==> src/design/decimal_ascii_status_formatter_assert.svh <==
// Assertion macros used by the formatter top module.
`ifndef DECIMAL_ASCII_STATUS_FORMATTER_ASSERT_SVH
`define DECIMAL_ASCII_STATUS_FORMATTER_ASSERT_SVH

// Same-cycle implication, disabled while reset is asserted.
`define DASF_ASSERT_SAME(name, clk, rst_n, ante, cons) \
  name: assert property (@(posedge clk) disable iff (!(rst_n)) (ante) |-> (cons)) \
    else $error("dasf assertion failed");

// Next-cycle implication, disabled while reset is asserted.
`define DASF_ASSERT_NEXT(name, clk, rst_n, ante, cons) \
  name: assert property (@(posedge clk) disable iff (!(rst_n)) (ante) |=> (cons)) \
    else $error("dasf assertion failed");

`endif

==> src/design/dasf_pkg.sv <==
`timescale 1ns / 1ps
`default_nettype none

package dasf_pkg;

  // ASCII code of the digit zero.
  localparam logic [7:0] CHAR_ZERO = 8'd48;

  // Index of the final suffix character for each flag value.
  localparam logic [1:0] SFX_LAST_ON  = 2'd2;
  localparam logic [1:0] SFX_LAST_OFF = 2'd3;

  // Input beat.
  typedef struct packed {
    logic [31:0] light_level;
    logic        light_is_on;
  } in_beat_t;

  // Output beat.
  typedef struct packed {
    logic [7:0] character;
    logic       last_character;
  } out_beat_t;

  // Converter control and status.
  typedef struct packed {
    logic start;
  } conv_ctl_t;

  typedef struct packed {
    logic busy;
    logic done;
  } conv_sts_t;

  // Emitter control and status.
  typedef struct packed {
    logic load;
    logic light_is_on;
  } emit_ctl_t;

  typedef struct packed {
    logic busy;
  } emit_sts_t;

  // Suffix character: "_on" when the flag is set, "_off" otherwise.
  function automatic logic [7:0] suffix_char(input logic on, input logic [1:0] idx);
    logic [7:0] ch;
    ch = 8'h5f;
    case (idx)
      2'd0: ch = 8'h5f;
      2'd1: ch = 8'h6f;
      2'd2: ch = on ? 8'h6e : 8'h66;
      default: ch = 8'h66;
    endcase
    return ch;
  endfunction

endpackage

`default_nettype wire

==> src/design/decimal_ascii_status_formatter.sv <==
`timescale 1ns / 1ps
`default_nettype none
`include "decimal_ascii_status_formatter_assert.svh"

// Prints a light-level reading as ASCII decimal, most significant digit first
// with no leading zeros, followed by "_on" or "_off", one character per output
// beat with the final character marked. Only the low LEVEL_WIDTH bits of the
// reading are used. One reading is handled at a time: the bit-serial
// shift-and-add-three loop converts it into as many decimal digits as
// LEVEL_WIDTH bits can hold (10 for 32 bits), then the digit shifter drops
// the leading zeros and sends the digits, then the suffix. The next reading is
// taken once the emitter and then the sequencer state have returned to idle
// after the final character enters the output register.
module decimal_ascii_status_formatter #(
  parameter int LEVEL_WIDTH = 32
) (
  input  wire  logic                 clk_i,
  input  wire  logic                 rst_ni,
  input  wire  logic                 in_valid_i,
  output       logic                 in_stall_o,
  input  wire  dasf_pkg::in_beat_t   in_data_i,
  output       logic                 out_valid_o,
  input  wire  logic                 out_stall_i,
  output       dasf_pkg::out_beat_t  out_data_o
);

  localparam int DIGITS = (LEVEL_WIDTH * 1233) / 4096 + 1;

  localparam logic [1:0] ST_IDLE = 2'd0;
  localparam logic [1:0] ST_CONV = 2'd1;
  localparam logic [1:0] ST_EMIT = 2'd2;

  logic [1:0]          state_q, state_d;
  logic                on_q, on_d;
  logic                in_accept;
  dasf_pkg::conv_ctl_t conv_ctl;
  dasf_pkg::conv_sts_t conv_sts;
  dasf_pkg::emit_ctl_t emit_ctl;
  dasf_pkg::emit_sts_t emit_sts;
  logic [DIGITS*4-1:0] bcd;

  assign in_stall_o = (state_q != ST_IDLE);
  assign in_accept  = in_valid_i && !in_stall_o;

  // Item sequencing: convert, then emit.
  always_comb begin
    state_d = state_q;
    on_d    = on_q;
    unique case (state_q)
      ST_IDLE: begin
        if (in_accept) begin
          on_d    = in_data_i.light_is_on;
          state_d = ST_CONV;
        end
      end
      ST_CONV: begin
        if (conv_sts.done) begin
          state_d = ST_EMIT;
        end
      end
      ST_EMIT: begin
        if (!emit_sts.busy) begin
          state_d = ST_IDLE;
        end
      end
      default: state_d = ST_IDLE;
    endcase
  end

  always_ff @(posedge clk_i or negedge rst_ni) begin
    if (!rst_ni) begin
      state_q <= ST_IDLE;
    end else begin
      state_q <= state_d;
    end
  end

  always_ff @(posedge clk_i) begin
    on_q <= on_d;
  end

  assign conv_ctl.start       = in_accept;
  assign emit_ctl.load        = (state_q == ST_CONV) && conv_sts.done;
  assign emit_ctl.light_is_on = on_q;

  dasf_bin2bcd #(
    .LEVEL_WIDTH(LEVEL_WIDTH),
    .DIGITS     (DIGITS)
  ) u_bin2bcd (
    .clk_i  (clk_i),
    .rst_ni (rst_ni),
    .ctl_i  (conv_ctl),
    .level_i(in_data_i.light_level[LEVEL_WIDTH-1:0]),
    .sts_o  (conv_sts),
    .bcd_o  (bcd)
  );

  dasf_emit #(
    .DIGITS(DIGITS)
  ) u_emit (
    .clk_i      (clk_i),
    .rst_ni     (rst_ni),
    .ctl_i      (emit_ctl),
    .bcd_i      (bcd),
    .sts_o      (emit_sts),
    .out_valid_o(out_valid_o),
    .out_stall_i(out_stall_i),
    .out_data_o (out_data_o)
  );

  // An accepted beat always starts a conversion.
  `DASF_ASSERT_NEXT(a_accept_starts_conv, clk_i, rst_ni, in_accept, conv_sts.busy)
  // A finished conversion only shows up while the sequencer waits for it.
  `DASF_ASSERT_SAME(a_done_in_conv, clk_i, rst_ni, conv_sts.done, state_q == ST_CONV)
  // Nothing is in flight while new input is taken.
  `DASF_ASSERT_SAME(a_idle_quiet, clk_i, rst_ni, state_q == ST_IDLE,
                    !conv_sts.busy && !emit_sts.busy)

endmodule

`default_nettype wire

==> src/design/dasf_bin2bcd.sv <==
`timescale 1ns / 1ps
`default_nettype none

// Bit-serial binary to BCD converter (shift and add three).
module dasf_bin2bcd #(
  parameter int LEVEL_WIDTH = 32,
  parameter int DIGITS      = 10
) (
  input  wire  logic                    clk_i,
  input  wire  logic                    rst_ni,
  input  wire  dasf_pkg::conv_ctl_t     ctl_i,
  input  wire  logic [LEVEL_WIDTH-1:0]  level_i,
  output       dasf_pkg::conv_sts_t     sts_o,
  output       logic [DIGITS*4-1:0]     bcd_o
);

  localparam int CW = $clog2(LEVEL_WIDTH + 1);

  logic [LEVEL_WIDTH-1:0] bin_q, bin_d;
  logic [DIGITS*4-1:0]    bcd_q, bcd_d;
  logic [DIGITS*4-1:0]    adj;
  logic [CW-1:0]          cnt_q, cnt_d;
  logic                   busy_q, busy_d;
  logic                   done_q, done_d;

  // Each digit of five or more gets three added before the shift.
  always_comb begin
    logic [3:0] dig;
    dig = 4'd0;
    adj = bcd_q;
    for (int k = 0; k < DIGITS; k++) begin
      dig = bcd_q[4*k +: 4];
      adj[4*k +: 4] = (dig >= 4'd5) ? dig + 4'd3 : dig;
    end
  end

  // One binary bit moves into the BCD register per cycle while a conversion runs.
  always_comb begin
    bin_d  = bin_q;
    bcd_d  = bcd_q;
    cnt_d  = cnt_q;
    busy_d = busy_q;
    done_d = 1'b0;
    if (ctl_i.start) begin
      bin_d  = level_i;
      bcd_d  = '0;
      cnt_d  = CW'(LEVEL_WIDTH);
      busy_d = 1'b1;
    end else if (busy_q) begin
      bcd_d = {adj[DIGITS*4-2:0], bin_q[LEVEL_WIDTH-1]};
      bin_d = bin_q << 1;
      cnt_d = cnt_q - CW'(1);
      if (cnt_q == CW'(1)) begin
        busy_d = 1'b0;
        done_d = 1'b1;
      end
    end
  end

  // Control state.
  always_ff @(posedge clk_i or negedge rst_ni) begin
    if (!rst_ni) begin
      busy_q <= 1'b0;
      done_q <= 1'b0;
      cnt_q  <= '0;
    end else begin
      busy_q <= busy_d;
      done_q <= done_d;
      cnt_q  <= cnt_d;
    end
  end

  // Data shift registers.
  always_ff @(posedge clk_i) begin
    bin_q <= bin_d;
    bcd_q <= bcd_d;
  end

  assign sts_o.busy = busy_q;
  assign sts_o.done = done_q;
  assign bcd_o      = bcd_q;

endmodule

`default_nettype wire

==> src/design/dasf_emit.sv <==
`timescale 1ns / 1ps
`default_nettype none

// Character emitter: skips leading zeros, shifts out digits, then the suffix.
module dasf_emit #(
  parameter int DIGITS = 10
) (
  input  wire  logic                  clk_i,
  input  wire  logic                  rst_ni,
  input  wire  dasf_pkg::emit_ctl_t   ctl_i,
  input  wire  logic [DIGITS*4-1:0]   bcd_i,
  output       dasf_pkg::emit_sts_t   sts_o,
  output       logic                  out_valid_o,
  input  wire  logic                  out_stall_i,
  output       dasf_pkg::out_beat_t   out_data_o
);

  localparam int LW = $clog2(DIGITS + 1);

  localparam logic [1:0] M_IDLE = 2'd0;
  localparam logic [1:0] M_SKIP = 2'd1;
  localparam logic [1:0] M_DIG  = 2'd2;
  localparam logic [1:0] M_SFX  = 2'd3;

  logic [1:0]          mode_q, mode_d;
  logic [DIGITS*4-1:0] dig_q, dig_d;
  logic [LW-1:0]       left_q, left_d;
  logic [1:0]          sfx_q, sfx_d;
  logic                on_q, on_d;
  logic                vld_q, vld_d;
  dasf_pkg::out_beat_t beat_q, beat_d;
  logic                can_load;
  logic [3:0]          top_dig;
  logic                sfx_last;

  assign can_load = !vld_q || !out_stall_i;
  assign top_dig  = dig_q[DIGITS*4-1 -: 4];
  assign sfx_last = (sfx_q == (on_q ? dasf_pkg::SFX_LAST_ON : dasf_pkg::SFX_LAST_OFF));

  // Sequencer and output register.
  always_comb begin
    mode_d = mode_q;
    dig_d  = dig_q;
    left_d = left_q;
    sfx_d  = sfx_q;
    on_d   = on_q;
    vld_d  = vld_q;
    beat_d = beat_q;
    if (can_load) begin
      vld_d = 1'b0;
    end
    unique case (mode_q)
      M_IDLE: begin
        if (ctl_i.load) begin
          dig_d  = bcd_i;
          left_d = LW'(DIGITS);
          on_d   = ctl_i.light_is_on;
          mode_d = M_SKIP;
        end
      end
      M_SKIP: begin
        // Drop leading zeros, keeping at least one digit.
        if (top_dig == 4'd0 && left_q > LW'(1)) begin
          dig_d  = dig_q << 4;
          left_d = left_q - LW'(1);
        end else begin
          mode_d = M_DIG;
        end
      end
      M_DIG: begin
        if (can_load) begin
          vld_d                 = 1'b1;
          beat_d.character      = dasf_pkg::CHAR_ZERO + {4'd0, top_dig};
          beat_d.last_character = 1'b0;
          dig_d                 = dig_q << 4;
          left_d                = left_q - LW'(1);
          if (left_q == LW'(1)) begin
            sfx_d  = 2'd0;
            mode_d = M_SFX;
          end
        end
      end
      M_SFX: begin
        if (can_load) begin
          vld_d                 = 1'b1;
          beat_d.character      = dasf_pkg::suffix_char(on_q, sfx_q);
          beat_d.last_character = sfx_last;
          sfx_d                 = sfx_q + 2'd1;
          if (sfx_last) begin
            mode_d = M_IDLE;
          end
        end
      end
      default: mode_d = M_IDLE;
    endcase
  end

  // Control state.
  always_ff @(posedge clk_i or negedge rst_ni) begin
    if (!rst_ni) begin
      mode_q <= M_IDLE;
      vld_q  <= 1'b0;
      left_q <= '0;
      sfx_q  <= '0;
    end else begin
      mode_q <= mode_d;
      vld_q  <= vld_d;
      left_q <= left_d;
      sfx_q  <= sfx_d;
    end
  end

  // Payload registers.
  always_ff @(posedge clk_i) begin
    dig_q  <= dig_d;
    on_q   <= on_d;
    beat_q <= beat_d;
  end

  assign sts_o.busy  = (mode_q != M_IDLE);
  assign out_valid_o = vld_q;
  assign out_data_o  = beat_q;

endmodule

`default_nettype wire
==> config.mk <==
export PLATFORM = sky130hd
export DESIGN_NAME = decimal_ascii_status_formatter
export DESIGN_NICKNAME = d
export VERILOG_FILES = /design/src/design/dasf_pkg.sv /design/src/design/decimal_ascii_status_formatter.sv /design/src/design/dasf_bin2bcd.sv /design/src/design/dasf_emit.sv
export VERILOG_INCLUDE_DIRS = /design/src /design/src/design
export SDC_FILE = /design/constraint.sdc
export NUM_CORES = 1
export LEC_CHECK = 0
export ABC_AREA = 0
export ABC_CLOCK_PERIOD_IN_PS = 2800
export BUFFER_PORTS_ARGS = -buffer_cell sky130_fd_sc_hd__buf_2
export CAP_MARGIN = 20
export CORE_AREA = 2 2 115 117
export CTS_CLUSTER_DIAMETER = 50
export CTS_CLUSTER_SIZE = 14
export DETAILED_ROUTE_END_ITERATION = 16
export DIE_AREA = 0 0 117 119
export PLACE_DENSITY = 0.74
export SETUP_SLACK_MARGIN = 0.5
export SYNTH_ARGS = -nofsm -noshare
export SYNTH_HDL_FRONTEND = slang
export SYNTH_SLANG_ARGS = --single-unit
==> constraint.sdc <==
create_clock -name clk_i -period 2.8 [get_ports clk_i]
set_input_delay 0.28 -clock clk_i [delete_from_list [all_inputs] [get_ports clk_i]]
set_output_delay 0.28 -clock clk_i [all_outputs]
set_load 0.005 [all_outputs]
==> impl_metrics.toml <==
[global_routing]
maximum_number_of_pins_on_one_net_before_global_route_repair = 66
gr-usage-met2 = 0.2901
grt.met3_usage = 0.03969
grt-ovfl-total = 0
grt.busiest_layer = "met2"
met1_resource_use_gr = 0.2242
first_global_vias = 4398
grt_antenna_before_repair = 0
grtUsageTotal = 0.1800
grt_pass1_wl_mm = 19.62

[place]
portBuffers = 46
routabilityCongestion = 0.7962
post-dp-hpwl_mm = 7.648
place_worst_setup_slack_ps = 772.2

[layout]
final_net_count = 698
num-fill-cells = 1017
register_area_sq_um = 3740
drive_gt1_frac = 0.2313
final_core_utilization = 0.5941
antennaDiodeCount = 0
total_area_of_multi_input_combinational_cells_sq_um = 2718
area_delta_synth_final_pct = 14.60

[power]
total_switching_power_mw = 3.569
p_leak_nw = 3.112
internal-power_mw = 6.763
combinationalPowerShare = 0.377
power.share.clock = 0.201
power_switching_share = 0.3455
cellPowerDensity_nw_per_um2 = 1351
seqPwrFrac = 0.422
worst_ir_drop_vdd_mv = 0.6698

[clock_tree]
ctsHoldBuffers = 1
cts_max_level = 4
cts_setup_buffers = 0
worstSkewPairLatency_ps = 410
cts_repair_resize_count = 0
tritoncts.num_buffers = 17
clockRootBuffer = "sky130_fd_sc_hd__clkbuf_16"
cts_sinks = 141
cts_tree = "yes"
clockBufferDepth = 2
worst_setup_hold_path_clk_slew_ps = 50

[floorplan]
core-area_sq_um = 12870
design.portCount = 48
die_h_microns = 119
die_area_sq_um = 13920
initial_utilization = 0.5184
die_width_microns = 117
placement_rows = 42

[critical_path]
timing.critical_path.arrival_ps = 2180
cp-end-kind = "register"
critical_path.cell_chain = "inv_1 -> ha_2 -> buf_4 -> mux2_2"
path_delay_family = "buffers and inverters"
timing.critical_path.from_type = "register"
critPathSlowestCell = "sky130_fd_sc_hd__buf_4"
criticalPathCategory = "register to register"
worst-endpoint-required_ps = 2960
cp_slowest_stage_delay_ps = 480
path_buf_inv = 2
worst-path-max-fanout = 65

[min_path]
holdCritPathClass = "input port to register"

[drt]
vias_per_cell = 5.162
avgRoutedWirePerCell_microns = 14.09
totalWireLength_mm = 11.50
drtIter0Drc = 320
via_count = 4212
detail_route.first_pass.iterations = 4
drcViolationCount = 0
ant_nets = 0

[synth]
synth-seq-cells = 141
synth-warning-count = 0
mappedNetlistArea_sq_um = 6674
post_synthesis_sequential_area_ratio = 0.5602
ys.flop_type = "sky130_fd_sc_hd__edfxtp_1"
edff_count_synth = 82
ys_async_sr_fraction = 0.1348
synthesis.area_per_instance_sq_um = 11.55
syn_nets = 649
netlist_instances = 578
synth.lib_cells_used.distinct = 39

[sta]
timing.slew.headroom = 0.5831
timing.clock.skew_ps = 4.863
final-hold-violation-count = 0
final_critical_path_setup_slack_ps = 785.7
fin_crit_sh = 0.7194
finalSetupViolations = 0
worst_pin_slew_ps = 625.4
max_freq_mhz = 496.4
setup_total_negative_slack_ps = 0
min_period_ps = 2014
final_max_slew_viol_count = 0
grt_setup_unrepaired = "no"

[status]
run_status = "finished clean"

[run]
cap_violations = 0
[final cells by class]
| type | count | share of cell area |
|---|---|---|
| clock inverters | 9 | 0.008997 |
| flip-flops and latches | 141 | 0.4890 |
| clock buffers | 23 | 0.06249 |
| inverters | 33 | 0.01620 |
| multi-input cells | 379 | 0.3553 |
| repair buffers | 55 | 0.03926 |
| well taps | 176 | 0.02879 |
[metrics by stage]
step	power, mW	cells	instance area, sq um	hold WS [ps]
final	10.33	816	7649	57.65
after global routing	11.14	816	7649	41.35
after CTS	10.42	816	7649	38.87
after detailed placement	8.308	783	7092	247.5
after global placement	8.005	783	7092	243.2
after floorplan	7.386	578	6699	-15.59
[metal layers]
metal,routed length (microns),up-vias
li1,-,2120
met1,5301,2008
met2,5643,64
met3,300,20
met4,255,0
met5,0,-
[state kept, by name, summed over array words and instances (netlist names), named ones only]
register	flops
u_emit.on_q	1
u_emit.left_q	4
u_bin2bcd.bin_q	32
u_emit.sfx_q	2
u_emit.out_data_o	8
u_bin2bcd.done_q	1
u_bin2bcd.bcd_o	40
on_q	1
u_emit.mode_q	2
u_emit.dig_q	40
state_q	2
u_bin2bcd.busy_q	1
u_bin2bcd.cnt_q	6
[cells in the mapped netlist, types with 3 or more instances]
cell type / n / area [sq um]
sky130_fd_sc_hd__edfxtp_1: 82 / 2462
sky130_fd_sc_hd__nand2b_1: 31 / 193.9
sky130_fd_sc_hd__ha_1: 34 / 425.4
sky130_fd_sc_hd__mux2_2: 50 / 563.0
sky130_fd_sc_hd__dfrtp_1: 19 / 475.5
sky130_fd_sc_hd__nor2b_1: 3 / 18.77
sky130_fd_sc_hd__a211oi_1: 3 / 22.52
sky130_fd_sc_hd__buf_4: 4 / 30.03
sky130_fd_sc_hd__clkbuf_1: 11 / 41.29
sky130_fd_sc_hd__inv_1: 33 / 123.9
sky130_fd_sc_hd__nor4_1: 3 / 18.77
sky130_fd_sc_hd__dfxtp_1: 40 / 800.8
sky130_fd_sc_hd__nand3_1: 25 / 125.1
sky130_fd_sc_hd__a21o_1: 10 / 75.07
sky130_fd_sc_hd__xnor2_1: 22 / 192.7
sky130_fd_sc_hd__a21oi_1: 32 / 160.2
sky130_fd_sc_hd__or2_2: 4 / 25.02
sky130_fd_sc_hd__xor2_1: 3 / 26.28
sky130_fd_sc_hd__buf_2: 8 / 40.04
sky130_fd_sc_hd__o21ai_0: 41 / 205.2
sky130_fd_sc_hd__nand2_1: 46 / 172.7
sky130_fd_sc_hd__mux2i_1: 14 / 140.1
sky130_fd_sc_hd__o211ai_1: 10 / 75.07
sky130_fd_sc_hd__nor2_1: 30 / 112.6
[layout by cell type (no fill, tap or decap), types with 2 or more instances in the layout]
cell type / Yosys / final
sky130_fd_sc_hd__clkbuf_8: 0 / 3
sky130_fd_sc_hd__or2_2: 4 / 4
sky130_fd_sc_hd__nand3_1: 25 / 25
sky130_fd_sc_hd__ha_1: 34 / 30
sky130_fd_sc_hd__buf_2: 8 / 46
sky130_fd_sc_hd__a211oi_1: 3 / 3
sky130_fd_sc_hd__o22ai_1: 2 / 2
sky130_fd_sc_hd__clkbuf_1: 11 / 3
sky130_fd_sc_hd__clkinv_2: 0 / 7
sky130_fd_sc_hd__buf_4: 4 / 8
sky130_fd_sc_hd__nand2_1: 46 / 46
sky130_fd_sc_hd__nor3_1: 2 / 2
sky130_fd_sc_hd__xor2_1: 3 / 3
sky130_fd_sc_hd__a21o_1: 10 / 10
sky130_fd_sc_hd__mux2i_1: 14 / 14
sky130_fd_sc_hd__inv_1: 33 / 32
sky130_fd_sc_hd__edfxtp_1: 82 / 82
sky130_fd_sc_hd__o211ai_1: 10 / 10
sky130_fd_sc_hd__dfxtp_1: 40 / 40
sky130_fd_sc_hd__nor4_1: 3 / 2
sky130_fd_sc_hd__o21ai_0: 41 / 41
sky130_fd_sc_hd__a21oi_1: 32 / 32
sky130_fd_sc_hd__nand2b_1: 31 / 31
sky130_fd_sc_hd__nor2b_1: 3 / 3
sky130_fd_sc_hd__ha_2: 0 / 4
sky130_fd_sc_hd__nand3b_1: 2 / 2
sky130_fd_sc_hd__dfrtp_1: 19 / 18
sky130_fd_sc_hd__clkbuf_16: 0 / 17
sky130_fd_sc_hd__xnor2_1: 22 / 22
sky130_fd_sc_hd__nor2_1: 30 / 29
sky130_fd_sc_hd__mux2_2: 50 / 50
[power by group through the flow]
stage / logic, mW / clock network, mW / registers [mW]
floorplan: 3.23 / 0 / 4.15
global placement: 3.68 / 0 / 4.33
detailed placement: 3.92 / 0 / 4.39
CTS: 3.94 / 2.12 / 4.37
global route: 4.44 / 2.20 / 4.50
finish: 3.90 / 2.08 / 4.36
[worst paths after layout]
| kind | end | cells after the start | slack (ps) | from |
|---|---|---|---|---|
| min in group asynchronous | u_emit.sfx_q[1] | 2 | 340 | rst_ni |
| max | u_emit.dig_q[27] | 4 | 790 | u_emit.mode_q[1] |
| min reg2reg | u_emit.on_q | 0 | 420 | on_q |
| max reg2reg | u_emit.dig_q[27] | 4 | 790 | u_emit.mode_q[1] |
| min | on_q | 1 | 60 | in_data_i[0] |
| max in group asynchronous | u_bin2bcd.busy_q | 2 | 2130 | rst_ni |
[cells by family after synthesis]
group | Yosys count | share of synthesized area
multiplexers | 64 | 0.1054
XOR/XNOR | 25 | 0.03281
buffers and inverters | 58 | 0.03637
AND/OR/NAND/NOR | 151 | 0.1097
AO/OA/AOI/OAI | 104 | 0.09130
other | 1 | 0.0005619
adder cells (fa/ha/maj) | 34 | 0.06374
flip-flops | 141 | 0.5602
No activity file was read; power rests on OpenSTA's default activity.
